## src/gas_air_quality_index_tracker_unit_macros.svh

```systemverilog
// Assertion macros for the gas air quality index tracker.
// Used by the top level; expands to nothing when SYNTHESIS is defined.
`ifndef GAS_AIR_QUALITY_INDEX_TRACKER_UNIT_MACROS_SVH
`define GAS_AIR_QUALITY_INDEX_TRACKER_UNIT_MACROS_SVH
`ifndef SYNTHESIS
`define GAQI_ASSERT(lbl, prop) \
	lbl: assert property (@(posedge clk) disable iff (!arst_n) prop) \
		else $error("gaqi check failed");
`define GAQI_ASSERT_IMP(lbl, ante, cons) \
	lbl: assert property (@(posedge clk) disable iff (!arst_n) (ante) |-> (cons)) \
		else $error("gaqi check failed");
`else
`define GAQI_ASSERT(lbl, prop)
`define GAQI_ASSERT_IMP(lbl, ante, cons)
`endif
`endif

```

## src/gaqi_mul.sv

```systemverilog
// Shared 32x32 unsigned multiplier with registered product.
// Depends on nothing.
`timescale 1ns / 1ps
module gaqi_mul (
	input  logic        clk,
	input  logic [31:0] a,
	input  logic [31:0] b,
	output logic [63:0] p
);
	always_ff @(posedge clk) begin
		p <= 64'(a) * 64'(b);
	end
endmodule

```

## config.mk

```make
export PLATFORM = sky130hd
export DESIGN_NAME = gaqi_mul
export DESIGN_NICKNAME = d
export VERILOG_FILES = /design/src/gas_air_quality_index_tracker_unit_macros.svh /design/src/gaqi_mul.sv
export SDC_FILE = /design/constraint.sdc
export NUM_CORES = 2
export LEC_CHECK = 0
export BUFFER_PORTS_ARGS = -buffer_cell sky130_fd_sc_hd__buf_2
export CORE_ASPECT_RATIO = 1.5
export CORE_MARGIN = 1.5
export CORE_UTILIZATION = 66
export CTS_CLUSTER_DIAMETER = 200
export CTS_CLUSTER_SIZE = 30
export DETAILED_ROUTE_END_ITERATION = 12
export PLACE_DENSITY = 0.95
export SLEW_MARGIN = 20
export SYNTH_ARGS = -nofsm -noshare
export SYNTH_HDL_FRONTEND = slang
export SYNTH_SLANG_ARGS = --single-unit
```

## constraint.sdc

```tcl
create_clock -name clk -period 14.6 [get_ports clk]
set_input_delay 1.46 -clock clk [delete_from_list [all_inputs] [get_ports clk]]
set_output_delay 1.46 -clock clk [all_outputs]
set_load 0.1 [all_outputs]
```

==> results.cfg <==
[outcome]
status = complete, no violations

[setup_path]
slowest_delay_ns = 0.88
path_max_fanout = 32
crit_top_cell = fa_1
required_ns = 14.93
cp-start-kind = input port
slowest_stage = fa_1
worstSetupPathType = in2reg
critPathArrivalTime_ns = 9.75
critPathTopFamily = adder cells
path_buf_inv = 4
endpoint_kind = register
path_cells = buf_2, nand2_1, fa_1, inv_1, fa_1, inv_1, fa_1, inv_1, fa_1, fa_1, fa_1, fa_1, fa_1, ha_1, nand4_1, nor3_1, o2111ai_1, a31oi_1, a31o_2, a211oi_1, o21ai_1, xor2_1

[run]
max_cap_viol_count = 0

[die]
die-area_um2 = 54000
std_cell_rows = 102
initial_core_util_pct = 66.9
fp.dieW_um = 190
core_area_um2 = 51800
die_y_um = 284
io_pins = 129

[finish]
utilization_pct = 68.9
final_cell_mix = fa_1 (896), inv_1 (865), and2_1 (602)
largestRegisters = p x64
final_common_cell = fa_1
regMostFlops = p
syn2layout_area_growth_pct = 2.90
fill_cells = 3579
largest_reg_flops = 64
final_cells = 4363
nets = 4894
drive_gt1_share_pct = 4.46

[timing]
rsz0062_at_grt = no
finalMaxSlewViolations = 0
finalHoldViolations = 0
fmax_ghz = 0.106
finalSetupViolCount = 0
fin_crit_sh_pct = 64.5
worst_pin_slew_ns = 0.913
max_slew_margin_pct = 39.1
layout_min_cycle_time_ns = 9.42
finalSetupTns_ns = 0

[synth]
syn_avg_cell_area_um2 = 9.25
syn_inst = 3748
synth_top_area_cell = fa_1
ys_seq_area_share_pct = 3.69
synth_warnings = 0
yosys-top-cells-area = fa_1 (52%), and2_1 (11%), ha_1 (9.5%)
synth_nets = 4972
async_flop_share_pct = 0
synth_top_area_share_pct = 51.7
ys_types = 57
synth-seq-cells = 64
synthFlopType = dfxtp_1
synth_area_um2 = 34700
synth_edf_count = 0

[grt]
gr-total-overflow = 0
antenna_found_initial = 11
grt_max_degree = 33
grt.total_usage_pct = 42.1
grt_pass1_wl_um = 168000
grt_pass1_vias = 31500

[clocking]
clock-sinks = 64
cts_max_path_buffers = 2
htree_levels = 3
clk_pin_slew_ns = 0.06
tritoncts = built
post_cts_buffers = 0
cts_repair_resize_count = 0
clock_tree.root_cell = clkbuf_16
cts_made_buffers = 9
hold_buffers = 0

[hold_path]
holdCritPathClass = in2reg

[routing]
dr.pass1.iters = 9
wl_um = 105000
drc = 0
vias = 27271
wire_per_inst_um = 24.1
viasPerCell = 6.25
drt-initial-drc-count = 3216
ant_nets = 0

[placement]
dp.cells = 4334
dp_hpwl_um = 79200
globalplace.congestion = 0.971
io_buffer_count = 128
## tightest hold or removal path, delay by kind of cell
family | cells | cell delay, ns
buf+inv | 2 | 0.34
simple gates | 1 | 0.19
## metrics by stage
stage	worst slack, ns	hold WS, ns	area (um^2)
3_5_place_dp	5.21	2.01	35300
2_1_floorplan	6.39	1.59	34700
4_1_cts	5.61	1.65	35600
6_report	5.18	1.65	35700
5_1_grt	5.02	1.65	35700
3_3_place_gp	5.41	2.01	35300
## routing by layer
metal	GRT usage (%)	routed length, um	up-vias	part of all wire [%]
met4	41.4	13500	4	13
met2	66.1	50700	2014	48
li1	-	-	10698	-
met3	19.9	12100	1011	12
met5	4.03	106	-	0.10
met1	38.8	28700	13544	27
## cell usage after synthesis, types with 3 or more instances
library cell	n
fa_1	896
inv_1	865
and2_1	602
nand2_1	480
ha_1	263
clkbuf_1	213
dfxtp_1	64
a21oi_1	63
a21o_1	40
xnor2_1	35
xor2_1	25
nand4_1	23
o21ai_0	21
nor2_1	20
and3_1	14
a31oi_1	12
nand3_1	10
o21bai_1	10
o21a_1	9
nor3_1	7
buf_2	6
o21ai_1	5
a221o_1	4
a211oi_1	3
a21boi_1	3
a21oi_2	3
a221oi_4	3
and4_1	3
o221ai_1	3
o31ai_4	3
or2_2	3
or3_1	3
or4_1	3
## final timing paths
kind                  startpoint            end  slack, ns  depth (start not counted)
worst max-delay path       b[23]  p[62]$_DFF_P_       5.18                         22
worst min-delay path        a[0]   p[0]$_DFF_P_       1.65                          3
## cells by family after synthesis
group / synth area share (%)
multiplexers: 0.0289
XOR/XNOR: 1.52
flip-flops: 3.69
adder cells (fa/ha/maj): 61.2
AO/OA/AOI/OAI: 4.15
AND/OR/NAND/NOR: 17.6
buffers and inverters: 11.8
## cell type report
type                       count  area [um^2]  area share [%]
timing repair buffer         131          667            1.87
clock buffer                  10          229           0.642
sequential                    64         1280            3.59
multi-input combinational   2599        29300            82.2
inverter                     865         3250            9.10
tap                          676          846            2.37
clock inverter                 6         60.1           0.168
antenna                       12         30.0          0.0842
Power is not shown: default switching activity piles up to over one toggle a cycle in this logic, so the estimate is an artifact.
